### config.mk
export PLATFORM = sky130hd
export DESIGN_NAME = fct_ostage
export DESIGN_NICKNAME = d
export VERILOG_FILES = /design/src/rtl/fct_pkg.sv /design/src/rtl/fct_ostage.sv
export SDC_FILE = /design/constraint.sdc
export NUM_CORES = 1
export LEC_CHECK = 0
export ABC_CLOCK_PERIOD_IN_PS = 2200
export BUFFER_PORTS_ARGS = -buffer_cell sky130_fd_sc_hd__clkbuf_2
export CAP_MARGIN = 20
export CORE_ASPECT_RATIO = 1.4
export CORE_MARGIN = 2
export CORE_UTILIZATION = 46
export DETAILED_ROUTE_END_ITERATION = 12
export GPL_TIMING_DRIVEN = 0
export PLACE_DENSITY = 0.79
export REMOVE_ABC_BUFFERS = 1
export SYNTH_ARGS = -nofsm -noshare
export SYNTH_HDL_FRONTEND = slang
export SYNTH_SLANG_ARGS = --single-unit
### constraint.sdc
create_clock -name i_clk -period 2.2 [get_ports i_clk]
set_input_delay 0.11 -clock i_clk [delete_from_list [all_inputs] [get_ports i_clk]]
set_output_delay 0.11 -clock i_clk [all_outputs]
set_load 0.02 [all_outputs]
### src/rtl/fct_pkg.sv
// ----------------------------------------------------------------------------
// fct_pkg
// Shared types and constants of the FAT16 cluster table engine.
// ----------------------------------------------------------------------------
`timescale 1ns / 1ps
`default_nettype none

package fct_pkg;

    localparam int TABLE_DEPTH = 4096;
    localparam int ADDR_W      = $clog2(TABLE_DEPTH);
    localparam int SIZE_W      = ADDR_W + 1;
    localparam int CLUS_W      = 16;
    localparam int CFG_W       = 13;
    localparam int FREED_W     = 13;
    localparam int STATUS_W    = 2;
    localparam int CMD_W       = 3;

    localparam int SIZE_MIN    = 3;

    localparam logic [CLUS_W-1:0] CLUS_FIRST = 16'h0002;
    localparam logic [CLUS_W-1:0] CLUS_LAST  = 16'hFFEF;
    localparam logic [CLUS_W-1:0] EOC_FIRST  = 16'hFFF8;
    localparam logic [CLUS_W-1:0] EOC_MARK   = 16'hFFFF;

    typedef enum logic [CMD_W-1:0] {
        CMD_NEXT       = 3'd0,
        CMD_ALLOC      = 3'd1,
        CMD_FREE       = 3'd2,
        CMD_CHAIN      = 3'd3,
        CMD_MARK_LAST  = 3'd4,
        CMD_FREE_CHAIN = 3'd5,
        CMD_RAW_LOAD   = 3'd6
    } t_cmd;

    typedef enum logic [STATUS_W-1:0] {
        STAT_OK      = 2'd0,
        STAT_INVALID = 2'd1,
        STAT_FULL    = 2'd2,
        STAT_BROKEN  = 2'd3
    } t_status;

    typedef enum logic [1:0] {
        S_CLEAR,
        S_IDLE,
        S_EXEC,
        S_ALLOC
    } t_state;

    typedef struct packed {
        logic [CLUS_W-1:0]   result_cluster;
        logic [STATUS_W-1:0] status;
        logic [FREED_W-1:0]  freed_count;
    } t_result;

    function automatic logic usable(input logic [CLUS_W-1:0] c,
                                    input logic [SIZE_W-1:0] size);
        return (c >= CLUS_FIRST) && (32'(c) < 32'(size)) && (c <= CLUS_LAST);
    endfunction

endpackage

`default_nettype wire

### src/rtl/fct_ostage.sv
// ----------------------------------------------------------------------------
// fct_ostage
// Two-entry output stage: result register plus skid slot.
// ----------------------------------------------------------------------------
`timescale 1ns / 1ps
`default_nettype none

module fct_ostage (
    input  wire logic             i_clk,
    input  wire logic             i_rst_n,
    input  wire logic             i_push,
    input  wire fct_pkg::t_result i_push_data,
    output logic                  o_push_ready,
    output logic                  o_out_valid,
    input  wire logic             i_out_ready,
    output fct_pkg::t_result      o_out_data
);
    import fct_pkg::*;

    logic    r_out_v, n_out_v;
    logic    r_hold_v, n_hold_v;
    t_result r_out, r_hold;
    logic    out_free;

    assign out_free     = !r_out_v || i_out_ready;
    assign o_push_ready = !r_hold_v;
    assign o_out_valid  = r_out_v;
    assign o_out_data   = r_out;

    always_comb begin
        n_out_v  = r_out_v;
        n_hold_v = r_hold_v;
        if (out_free) begin
            n_out_v  = r_hold_v || i_push;
            n_hold_v = 1'b0;
        end else if (i_push) begin
            n_hold_v = 1'b1;
        end
    end

    always_ff @(posedge i_clk) begin
        if (!i_rst_n) begin
            r_out_v  <= 1'b0;
            r_hold_v <= 1'b0;
        end else begin
            r_out_v  <= n_out_v;
            r_hold_v <= n_hold_v;
        end
    end

    always_ff @(posedge i_clk) begin
        if (out_free) begin
            if (r_hold_v) begin
                r_out <= r_hold;
            end else if (i_push) begin
                r_out <= i_push_data;
            end
        end else if (i_push) begin
            r_hold <= i_push_data;
        end
    end

endmodule

`default_nettype wire

==> results.py <==
metrics = {
    "status": {
        "status": "completed",
    },
    "setup_path": {
        "crit_fanout": 16,
        "crit_required_ns": 2.22,
        "critPathLaunchType": "register",
        "worst-setup-path-type": "reg2reg",
        "end_kind": "register",
        "cp_data_arrival_time_ns": 1.94,
    },
    "routing": {
        "drc_errors": 0,
        "drtIter0Drc": 57,
        "wl_per_cell_um": 15.2,
        "vias": 1313,
        "drtPass1Iterations": 4,
        "via_per_inst": 4.64,
        "drt-total-wl_mm": 4.31,
        "postRouteAntennaNets": 0,
    },
    "timing": {
        "slew_headroom_pct": 48.2,
        "fin_crit_sh_pct": 87.3,
        "layout_setup_ws_ns": 0.280,
        "rsz0062_at_grt": "no",
        "min_period_ns": 1.92,
        "setup_violations": 0,
        "hold_ws_ns": 0.0303,
        "finClkSkew_ns": 0.00686,
        "fmax_mhz": 521,
        "finalMaxSlewViolations": 0,
        "worst_pin_slew_ns": 0.776,
        "hold_viol": 0,
    },
    "clocking": {
        "clkTransAtPathRegs_ns": 0.06,
        "clock_path_buffers": 2,
        "cts_buffers": 9,
        "cts_tree": "built",
        "clkSinkCount": 64,
        "clk_latency_ns": 0.31,
        "cts_root_buffer": "clkbuf_8",
        "htree_levels": 3,
    },
    "placed_design": {
        "dp_slack_ns": 0.107,
        "dp_hpwl_mm": 2.86,
        "gp_congestion": 0.695,
        "io_buffers": 67,
    },
    "global_route": {
        "overflow": 0,
        "grt_max_degree": 27,
        "grt_util_all_layers_pct": 15.6,
        "grt_antenna_before_repair": 0,
        "first_global_vias": 1414,
        "grt_pass1_wl_mm": 6.66,
    },
    "floorplan": {
        "die_w_um": 65.9,
        "die_area_sq_um": 5980,
        "core-area_sq_um": 5160,
        "io_pins": 68,
        "die_h_um": 90.7,
        "start_util_pct": 47.9,
        "fp-row-count": 31,
    },
    "cells_and_area": {
        "layout.nets": 249,
        "area_delta_synth_final_pct": 35.3,
        "layout_common_cells": "67 x clkbuf_2, 62 x edfxtp_1, 31 x dlygate4sd3_1",
        "antenna_cells": 0,
        "num-fill-cells": 357,
        "layout_commonest_cell": "clkbuf_2",
        "drive_above_1_share_pct": 52.1,
    },
    "power": {
        "ir_worst_vdd_mv": 0.480,
        "power.density_nw_per_um2": 734,
        "power_leakage_nw": 1.33,
    },
    "yosys": {
        "synth-seq-cells": 64,
        "synth_top_cell_area_share_pct": 75.4,
        "synth.distinct_cells": 12,
        "syn_inst": 106,
        "avgSynthCellArea_sq_um": 23.3,
        "yosys_warnings": 0,
        "synth_area_leaders": "edfxtp_1 75%, mux2_4 17%, buf_12 2.4%, dfxtp_1 1.6%, mux2_2 1.4%",
        "netlist.top_cell.by_area": "edfxtp_1",
        "ys_seq_area_share_pct": 77.0,
        "netlist_area_sq_um": 2470,
    },
    "min_path": {
        "hold_path.class": "in2reg",
    },
    "job": {
        "maxCapViolCount": 0,
    },
}
[cells by family (layout without fill, tap and decap cells)]
kind of cell	count (synthesis)	count (layout)	share of synthesized area, %
flops	64	64	77.0
mux	31	31	18.4
simple gates	5	5	1.17
buf+inv	5	116	3.04
compound gates	1	1	0.355
[synth_stat cells, drive strengths merged]
| cell type | number |
|---|---|
| nor2b | 1 |
| mux2 | 31 |
| buf | 4 |
| edfxtp | 62 |
| and2 | 1 |
| dfxtp | 2 |
| o31a | 1 |
| inv | 1 |
| and3b | 1 |
| nor2 | 2 |
[repair_timing]
action,in CTS,in global routing
setup endpoints to repair,0,10
buffers inserted,0,0
hold buffers,31,0
hold endpoints to repair,31,0
resized for setup,0,1
[sequential cells by signal, summed over array words and instances (netlist names)]
register	flops
o_out_valid	1
o_out_data	31
r_hold_v	1
r_hold	31
[per-stage QoR]
step / util (%) / cells / power, mW / TNS, ns / area, sq um
2_1_floorplan: - / 102 / 1.57 / -33.93 / 2400
3_3_place_gp: 54.6 / 235 / 1.65 / -57.36 / 2820
3_5_place_dp: 55.9 / 238 / 1.68 / 0 / 2880
4_1_cts: 64.7 / 283 / 2.49 / 0 / 3340
5_1_grt: 64.8 / 283 / 2.56 / 0 / 3340
6_report: 64.8 / 283 / 2.45 / 0 / 3340
[area by class of cell]
class / instances / area (sq um) / area share [%]
clock buffer: 12 / 135 / 4.04
clock inverter: 2 / 8.76 / 0.262
inverter: 1 / 3.75 / 0.112
timing repair buffer: 101 / 708 / 21.2
tap: 66 / 82.6 / 2.47
sequential: 64 / 1900 / 57.0
multi-input combinational: 37 / 499 / 14.9
[report_power, final]
group / switching, mW / total (mW) / internal (mW) / leakage, nW
Clock: 0.369 / 0.760 / 0.392 / 0.0737
Sequential: 0.0167 / 1.42 / 1.40 / 0.600
Combinational: 0.132 / 0.273 / 0.141 / 0.660
Total: 0.518 / 2.45 / 1.94 / 1.33
[worst paths after layout]
kind	from	end	slack, ns	depth (start not counted)
setup / recovery	o_out_valid	r_hold[15]	0.28	3
hold / removal	i_rst_n	o_out_valid	0.03	2
setup reg to reg	o_out_valid	r_hold[15]	0.28	3
hold reg to reg	r_hold[22]	o_out_data[22]	0.54	1
[critical path, cell delays in order, from the launching register on]
cell,delay (ns)
dfxtp_1,0.33
nor2b_1,0.34
and2_1,0.70
buf_8,0.26
[layer usage]
metal,global-route usage (%),share of wire [%],up-vias
met2,27.8,58,38
met4,6.94,1.3,0
li1,-,-,632
met3,5.24,3.2,4
met5,0,0,-
met1,16.1,37,639
Power figures use the tool's default switching activity.
