--- config.mk ---
export PLATFORM = sky130hd
export DESIGN_NAME = fct_ctrl
export DESIGN_NICKNAME = d
export VERILOG_FILES = /design/src/rtl/fct_pkg.sv /design/src/rtl/fct_ctrl.sv
export SDC_FILE = /design/constraint.sdc
export NUM_CORES = 1
export LEC_CHECK = 0
export ABC_CLOCK_PERIOD_IN_PS = 9500
export BUFFER_PORTS_ARGS = -buffer_cell sky130_fd_sc_hd__clkbuf_2
export CAP_MARGIN = 20
export CORE_ASPECT_RATIO = 2
export CORE_UTILIZATION = 40
export CTS_CLUSTER_DIAMETER = 40
export DETAILED_ROUTE_END_ITERATION = 8
export GPL_TIMING_DRIVEN = 0
export PLACE_DENSITY = 0.72
export SYNTH_ARGS = -nofsm -noshare
export SYNTH_HDL_FRONTEND = slang
export SYNTH_SLANG_ARGS = --single-unit
--- constraint.sdc ---
create_clock -name i_clk -period 9.5 [get_ports i_clk]
set_clock_uncertainty 0.15 [all_clocks]
set_input_delay 2.375 -clock i_clk [delete_from_list [all_inputs] [get_ports i_clk]]
set_output_delay 2.375 -clock i_clk [all_outputs]
set_load 0.02 [all_outputs]
--- src/rtl/fct_pkg.sv ---
// ----------------------------------------------------------------------------
// fct_pkg
// Shared types and constants of the FAT16 cluster table engine.
// ----------------------------------------------------------------------------
`timescale 1ns / 1ps
`default_nettype none

package fct_pkg;

    localparam int TABLE_DEPTH = 4096;
    localparam int ADDR_W      = $clog2(TABLE_DEPTH);
    localparam int SIZE_W      = ADDR_W + 1;
    localparam int CLUS_W      = 16;
    localparam int CFG_W       = 13;
    localparam int FREED_W     = 13;
    localparam int STATUS_W    = 2;
    localparam int CMD_W       = 3;

    localparam int SIZE_MIN    = 3;

    localparam logic [CLUS_W-1:0] CLUS_FIRST = 16'h0002;
    localparam logic [CLUS_W-1:0] CLUS_LAST  = 16'hFFEF;
    localparam logic [CLUS_W-1:0] EOC_FIRST  = 16'hFFF8;
    localparam logic [CLUS_W-1:0] EOC_MARK   = 16'hFFFF;

    typedef enum logic [CMD_W-1:0] {
        CMD_NEXT       = 3'd0,
        CMD_ALLOC      = 3'd1,
        CMD_FREE       = 3'd2,
        CMD_CHAIN      = 3'd3,
        CMD_MARK_LAST  = 3'd4,
        CMD_FREE_CHAIN = 3'd5,
        CMD_RAW_LOAD   = 3'd6
    } t_cmd;

    typedef enum logic [STATUS_W-1:0] {
        STAT_OK      = 2'd0,
        STAT_INVALID = 2'd1,
        STAT_FULL    = 2'd2,
        STAT_BROKEN  = 2'd3
    } t_status;

    typedef enum logic [1:0] {
        S_CLEAR,
        S_IDLE,
        S_EXEC,
        S_ALLOC
    } t_state;

    typedef struct packed {
        logic [CLUS_W-1:0]   result_cluster;
        logic [STATUS_W-1:0] status;
        logic [FREED_W-1:0]  freed_count;
    } t_result;

    function automatic logic usable(input logic [CLUS_W-1:0] c,
                                    input logic [SIZE_W-1:0] size);
        return (c >= CLUS_FIRST) && (32'(c) < 32'(size)) && (c <= CLUS_LAST);
    endfunction

endpackage

`default_nettype wire

--- src/rtl/fct_ctrl.sv ---
// ----------------------------------------------------------------------------
// fct_ctrl
// Command sequencer: table clear, read-modify-write, free scan, chain walk.
// ----------------------------------------------------------------------------
`timescale 1ns / 1ps
`default_nettype none

module fct_ctrl (
    input  wire logic                          i_clk,
    input  wire logic                          i_rst_n,
    input  wire logic [fct_pkg::SIZE_W-1:0]    i_size,
    input  wire logic                          i_in_valid,
    output logic                               o_in_ready,
    input  wire logic [fct_pkg::CMD_W-1:0]     i_cmd,
    input  wire logic [fct_pkg::CLUS_W-1:0]    i_cluster,
    input  wire logic [fct_pkg::CLUS_W-1:0]    i_link_value,
    input  wire logic                          i_push_ready,
    output logic                               o_push,
    output fct_pkg::t_result                   o_push_data,
    output logic                               o_we,
    output logic [fct_pkg::ADDR_W-1:0]         o_waddr,
    output logic [fct_pkg::CLUS_W-1:0]         o_wdata,
    output logic [fct_pkg::ADDR_W-1:0]         o_raddr,
    input  wire logic [fct_pkg::CLUS_W-1:0]    i_rdata
);
    import fct_pkg::*;

    t_state              r_state, n_state;
    logic [CMD_W-1:0]    r_cmd, n_cmd;
    logic [CLUS_W-1:0]   r_clus, n_clus;
    logic [CLUS_W-1:0]   r_link, n_link;
    logic [SIZE_W-1:0]   r_ptr, n_ptr;
    logic [ADDR_W-1:0]   r_chk, n_chk;
    logic                r_pend, n_pend;
    logic [FREED_W-1:0]  r_freed, n_freed;
    logic                r_byp;
    logic [CLUS_W-1:0]   r_byp_data;
    logic [CLUS_W-1:0]   rd;
    logic [FREED_W-1:0]  freed_inc;
    logic                accept;

    assign rd        = r_byp ? r_byp_data : i_rdata;
    assign freed_inc = r_freed + FREED_W'(1);
    assign accept    = i_in_valid && o_in_ready;

    always_comb begin
        n_state     = r_state;
        n_cmd       = r_cmd;
        n_clus      = r_clus;
        n_link      = r_link;
        n_ptr       = r_ptr;
        n_chk       = r_chk;
        n_pend      = r_pend;
        n_freed     = r_freed;
        o_in_ready  = 1'b0;
        o_we        = 1'b0;
        o_waddr     = r_clus[ADDR_W-1:0];
        o_wdata     = '0;
        o_raddr     = r_ptr[ADDR_W-1:0];
        o_push      = 1'b0;
        o_push_data = '0;

        unique case (r_state)
            S_CLEAR: begin
                o_we    = 1'b1;
                o_waddr = r_ptr[ADDR_W-1:0];
                n_ptr   = r_ptr + SIZE_W'(1);
                if (r_ptr == SIZE_W'(TABLE_DEPTH - 1)) begin
                    n_state = S_IDLE;
                end
            end

            S_IDLE: begin
                o_in_ready = i_push_ready;
                o_raddr    = i_cluster[ADDR_W-1:0];
                if (accept) begin
                    n_cmd   = i_cmd;
                    n_clus  = i_cluster;
                    n_link  = i_link_value;
                    n_freed = '0;
                    n_pend  = 1'b0;
                    n_ptr   = SIZE_W'(CLUS_FIRST);
                    n_state = (i_cmd == CMD_ALLOC) ? S_ALLOC : S_EXEC;
                end
            end

            S_EXEC: begin
                o_push  = 1'b1;
                n_state = S_IDLE;
                case (r_cmd) inside
                    CMD_NEXT: begin
                        if (!usable(r_clus, i_size)) begin
                            o_push_data.status = STAT_INVALID;
                        end else if (rd >= EOC_FIRST) begin
                            o_push_data.result_cluster = EOC_MARK;
                        end else if (usable(rd, i_size)) begin
                            o_push_data.result_cluster = rd;
                        end else begin
                            o_push_data.status = STAT_BROKEN;
                        end
                    end
                    CMD_FREE, CMD_MARK_LAST: begin
                        if (!usable(r_clus, i_size)) begin
                            o_push_data.status = STAT_INVALID;
                        end else begin
                            o_we    = 1'b1;
                            o_wdata = (r_cmd == CMD_FREE) ? '0 : EOC_MARK;
                        end
                    end
                    CMD_CHAIN: begin
                        if (!usable(r_clus, i_size) || !usable(r_link, i_size)) begin
                            o_push_data.status = STAT_INVALID;
                        end else begin
                            o_we    = 1'b1;
                            o_wdata = r_link;
                        end
                    end
                    CMD_RAW_LOAD: begin
                        if (32'(r_clus) >= 32'(i_size)) begin
                            o_push_data.status = STAT_INVALID;
                        end else begin
                            o_we    = 1'b1;
                            o_wdata = r_link;
                        end
                    end
                    CMD_FREE_CHAIN: begin
                        if (!usable(r_clus, i_size)) begin
                            o_push_data.status = STAT_INVALID;
                        end else begin
                            o_we = 1'b1;
                            if (rd >= EOC_FIRST) begin
                                o_push_data.freed_count = freed_inc;
                            end else if (!usable(rd, i_size)) begin
                                o_push_data.status      = STAT_BROKEN;
                                o_push_data.freed_count = freed_inc;
                            end else begin
                                o_push  = 1'b0;
                                n_state = S_EXEC;
                                n_clus  = rd;
                                n_freed = freed_inc;
                                o_raddr = rd[ADDR_W-1:0];
                            end
                        end
                    end
                    default: begin
                    end
                endcase
            end

            S_ALLOC: begin
                if (r_pend && (rd == '0)) begin
                    o_we                       = 1'b1;
                    o_waddr                    = r_chk;
                    o_wdata                    = EOC_MARK;
                    o_push                     = 1'b1;
                    o_push_data.result_cluster = CLUS_W'(r_chk);
                    n_state                    = S_IDLE;
                end else if (r_ptr >= i_size) begin
                    o_push             = 1'b1;
                    o_push_data.status = STAT_FULL;
                    n_state            = S_IDLE;
                end else begin
                    o_raddr = r_ptr[ADDR_W-1:0];
                    n_chk   = r_ptr[ADDR_W-1:0];
                    n_pend  = 1'b1;
                    n_ptr   = r_ptr + SIZE_W'(1);
                end
            end

            default: begin
                n_state = S_IDLE;
            end
        endcase
    end

    always_ff @(posedge i_clk) begin
        if (!i_rst_n) begin
            r_state <= S_CLEAR;
            r_ptr   <= '0;
            r_pend  <= 1'b0;
        end else begin
            r_state <= n_state;
            r_ptr   <= n_ptr;
            r_pend  <= n_pend;
        end
    end

    always_ff @(posedge i_clk) begin
        r_cmd      <= n_cmd;
        r_clus     <= n_clus;
        r_link     <= n_link;
        r_chk      <= n_chk;
        r_freed    <= n_freed;
        r_byp      <= o_we && (o_waddr == o_raddr);
        r_byp_data <= o_wdata;
    end

endmodule

`default_nettype wire

==> results by group <==
Run status
  • Status: finished, final reports clean

Detailed routing
  • Routed vias: 7344
  • Routed len/inst: 23.6 microns
  • TritonRoute pass-1 iters: 6
  • Via density: 6.33
  • Post-route ant nets: 0
  • DR iter-0 viols: between 500 and 600
  • DRC violations left: 0
  • DRT Wirelength: 27.3 mm

STA
  • Worst hold slack: 328 ps
  • TNS Setup: 0 ps
  • RSZ-0062 raised after global routing: no
  • Max-slew headroom: a little over a quarter
  • Worst-Margin Slew: about 1100 ps
  • Final Hold Vio Count: 0
  • Fmax: around 110 MHz
  • Final setup violation count: 0
  • Final Critical Period: a little under 9000 ps
  • Period Utilization, post-route: approximately 94%
  • Max-slew violations: 0

Logic synthesis
  • Yosys top cell by area: edfxtp_1
  • Yosys warning count: 0
  • Avg Cell Area, Syn: 8.83 sq um
  • Seq cells post-synth: 93
  • Post-Synthesis Cells: just under 800
  • Post-Syn Nets: 919
  • Top FF cell, synth: edfxtp_1
  • Post-synth ARST share: 0%
  • Seq/Total Area, Yosys: 35.1%
  • Distinct cells, synth: 73
  • Yosys top cell area share: between 20 and 30%
  • Netlist Area Pre-Place: approximately 7000 sq um
  • Number of flops mapped to enable cells by yosys: 60
  • Synth area leaders: edfxtp_1 26%, ha_1 10%, dfxtp_1 9.4%

Floorplanning
  • Full die area: between 15000 and 20000 sq um
  • I/O pin count: about 140
  • Die Wd: between 90 and 100 microns
  • Die Y: 189 microns
  • Starting density of the core: between 40% and 50%
  • Core area: approximately 17000 sq um
  • Cell row count: 68

Worst hold path
  • Worst Hold Class: flip-flop to flip-flop
  • Hold path cells: 0

Placed design
  • IO buf count: 140
  • Routability cong.: roughly 1
  • Post-DP HPWL: between 20 and 25 mm

Clock network
  • Post-CTS Hold Buffers: 0
  • CTS tree: built
  • H-tree depth: 3
  • Total CTS buffers: 9
  • CTS root buffer: clkbuf_16
  • CTS resizes: 0
  • Buffer depth of the longest clock path: 2
  • Clk_lat worst skew: roughly 350 ps
  • Post-CTS Setup Bufs: 0
  • CTS sink count: 93
  • CTS clk-pin slew, worst paths: 70 ps

Setup path
  • Worst Reg-to-Reg Cells: 14
  • Critical path peak fanout: 10
  • Critical path arrival: roughly 6400 ps
  • Worst path required time: 6980 ps
  • Critical Path Start Type: primary input
  • CP endpoint kind: output port
  • Kind of critical path: primary input to output port

Power and ir drop
  • Sw Share: between 20% and 30%
  • Flop pwr share: between 40% and 50%
  • PwrDens: between 100 and 150 nW/um^2
  • Clock power frac: ~37%
  • Psw: around 280 uW
  • Pleak: around 3.5 nW
  • Peak VDD IR: 0.0000718 V
  • Logic pwr share: between 10% and 20%
  • Internal power component: between 600 and 700 uW

Layout
  • Ant. Diodes: 0
  • Area growth, synth to finish: 18.0%
  • Fin nets: about 1100
  • Share of layout cells above drive strength 1: about a fifth
  • Fillcell total: 1743

Global route
  • Largest net degree at the start of global routing: 20
  • Vias in the first global route: around 7300
  • Initial antenna violation count: 0
  • Global route total overflow: 0
  • First-pass GRT wire length: about 41 mm
  • GRT Total Usage: around 31%

Job
  • Max-cap violations: 0
placed cells by master (no fill, tap or decap), types with 18 or more instances in the layout:
cell	instances
nor2_1	57
nor3_1	38
inv_1	42
clkbuf_1	37
o21ai_0	29
clkbuf_2	141
ha_1	57
a21o_1	18
nand2_1	75
a21oi_1	57
dfxtp_1	33
edfxtp_1	60
flip-flops by register name (all words and copies together) (netlist names):
name and flops:
r_freed 13, r_chk 12, r_byp_data 16, r_pend 1, r_ptr 13, r_clus 16
r_link 16, r_byp 1, r_state 2, r_cmd 3
cell usage after synthesis (all sizes together), types with 3 or more instances:
library cell / instances
o2111ai: 3
a41oi: 17
o221ai: 13
a2111oi: 10
or4: 3
o21a: 7
and4: 3
nand4: 18
mux2i: 16
nor3: 38
a311oi: 3
o21ai: 41
nand3: 12
nor3b: 4
a21o: 18
nor4: 19
o31a: 3
nand2: 75
or2: 5
nor2: 57
dfxtp: 33
a22oi: 12
a32oi: 7
xor2: 8
and2: 11
clkbuf: 38
xnor2: 8
a211oi: 6
buf: 13
a221o: 3
or3: 4
a21oi: 57
inv: 42
and3: 15
a31oi: 3
edfxtp: 60
a211o: 5
ha: 57
nand2b: 7
o211ai: 13
logic make-up (layout without fill, tap and decap cells):
family          after synthesis  count (layout)  share of synthesized area, %
simple gates                278             278                          20.3
flops                        93              93                          35.1
compound gates              241             241                          24.4
xor+xnor                     16              16                          2.00
buf+inv                      93             250                          5.71
fa+ha+maj                    57              57                          10.2
mux                          16              16                          2.28
worst max-delay path, stage by stage:
cell and delay (ps):
clkbuf_2 90, mux2i_1 780, inv_1 100, ha_1 340, nand4_1 130, a311oi_1 60, nor3_1 470, o21ai_1 240
and2_1 220, nor3_1 290, nand2_1 250, clkbuf_1 370, o21ai_0 400, clkbuf_2 240
final timing paths:
kind	startpoint	to	slack [ps]
worst max-delay path	i_rdata[6]	o_push_data[22]	610
worst min-delay path	r_ptr[4]$_SDFFE_PN0P_	r_chk[4]$_DFFE_PP_	330
worst max register to register	r_byp$_DFF_P_	r_byp$_DFF_P_	3860
worst min register to register	r_ptr[4]$_SDFFE_PN0P_	r_chk[4]$_DFFE_PP_	330
area by class of cell:
class                      count  area, sq um  area share (%)
inverter                      42          158            1.91
clock buffer                  10          239            2.89
timing repair buffer         141          716            8.65
tap                          210          263            3.18
clock inverter                 6         45.0           0.544
buffer                        51          243            2.93
multi-input combinational    608         4150            50.1
sequential                    93         2460            29.8
metal layers:
layer  part of all wire [%]  global-route usage [%]
met1                     32                    29.7
met2                     50                    53.4
met3                    6.8                    4.94
met4                     11                    29.6
met5                      0                       0
per-stage QoR:
stage               setup WS, ps  total power, mW  std cells  instance area, sq um  util (%)
floorplan                   2050            0.541        794                  7010         -
global placement             833            0.602       1144                  7980      46.4
detailed placement           819            0.605       1145                  7990      46.5
CTS                          809            0.949       1161                  8270      48.1
global route                 456            0.982       1161                  8270      48.1
finish                       615            0.956       1161                  8270      48.1
power by group through the flow:
stage	combinational, mW	sequential [mW]	clock (mW)
6_report	0.168	0.435	0.353
5_1_grt	0.179	0.435	0.367
4_1_cts	0.162	0.435	0.352
3_5_place_dp	0.160	0.444	0
3_3_place_gp	0.158	0.444	0
2_1_floorplan	0.0984	0.442	0
No activity file was read; power rests on OpenSTA's default activity.
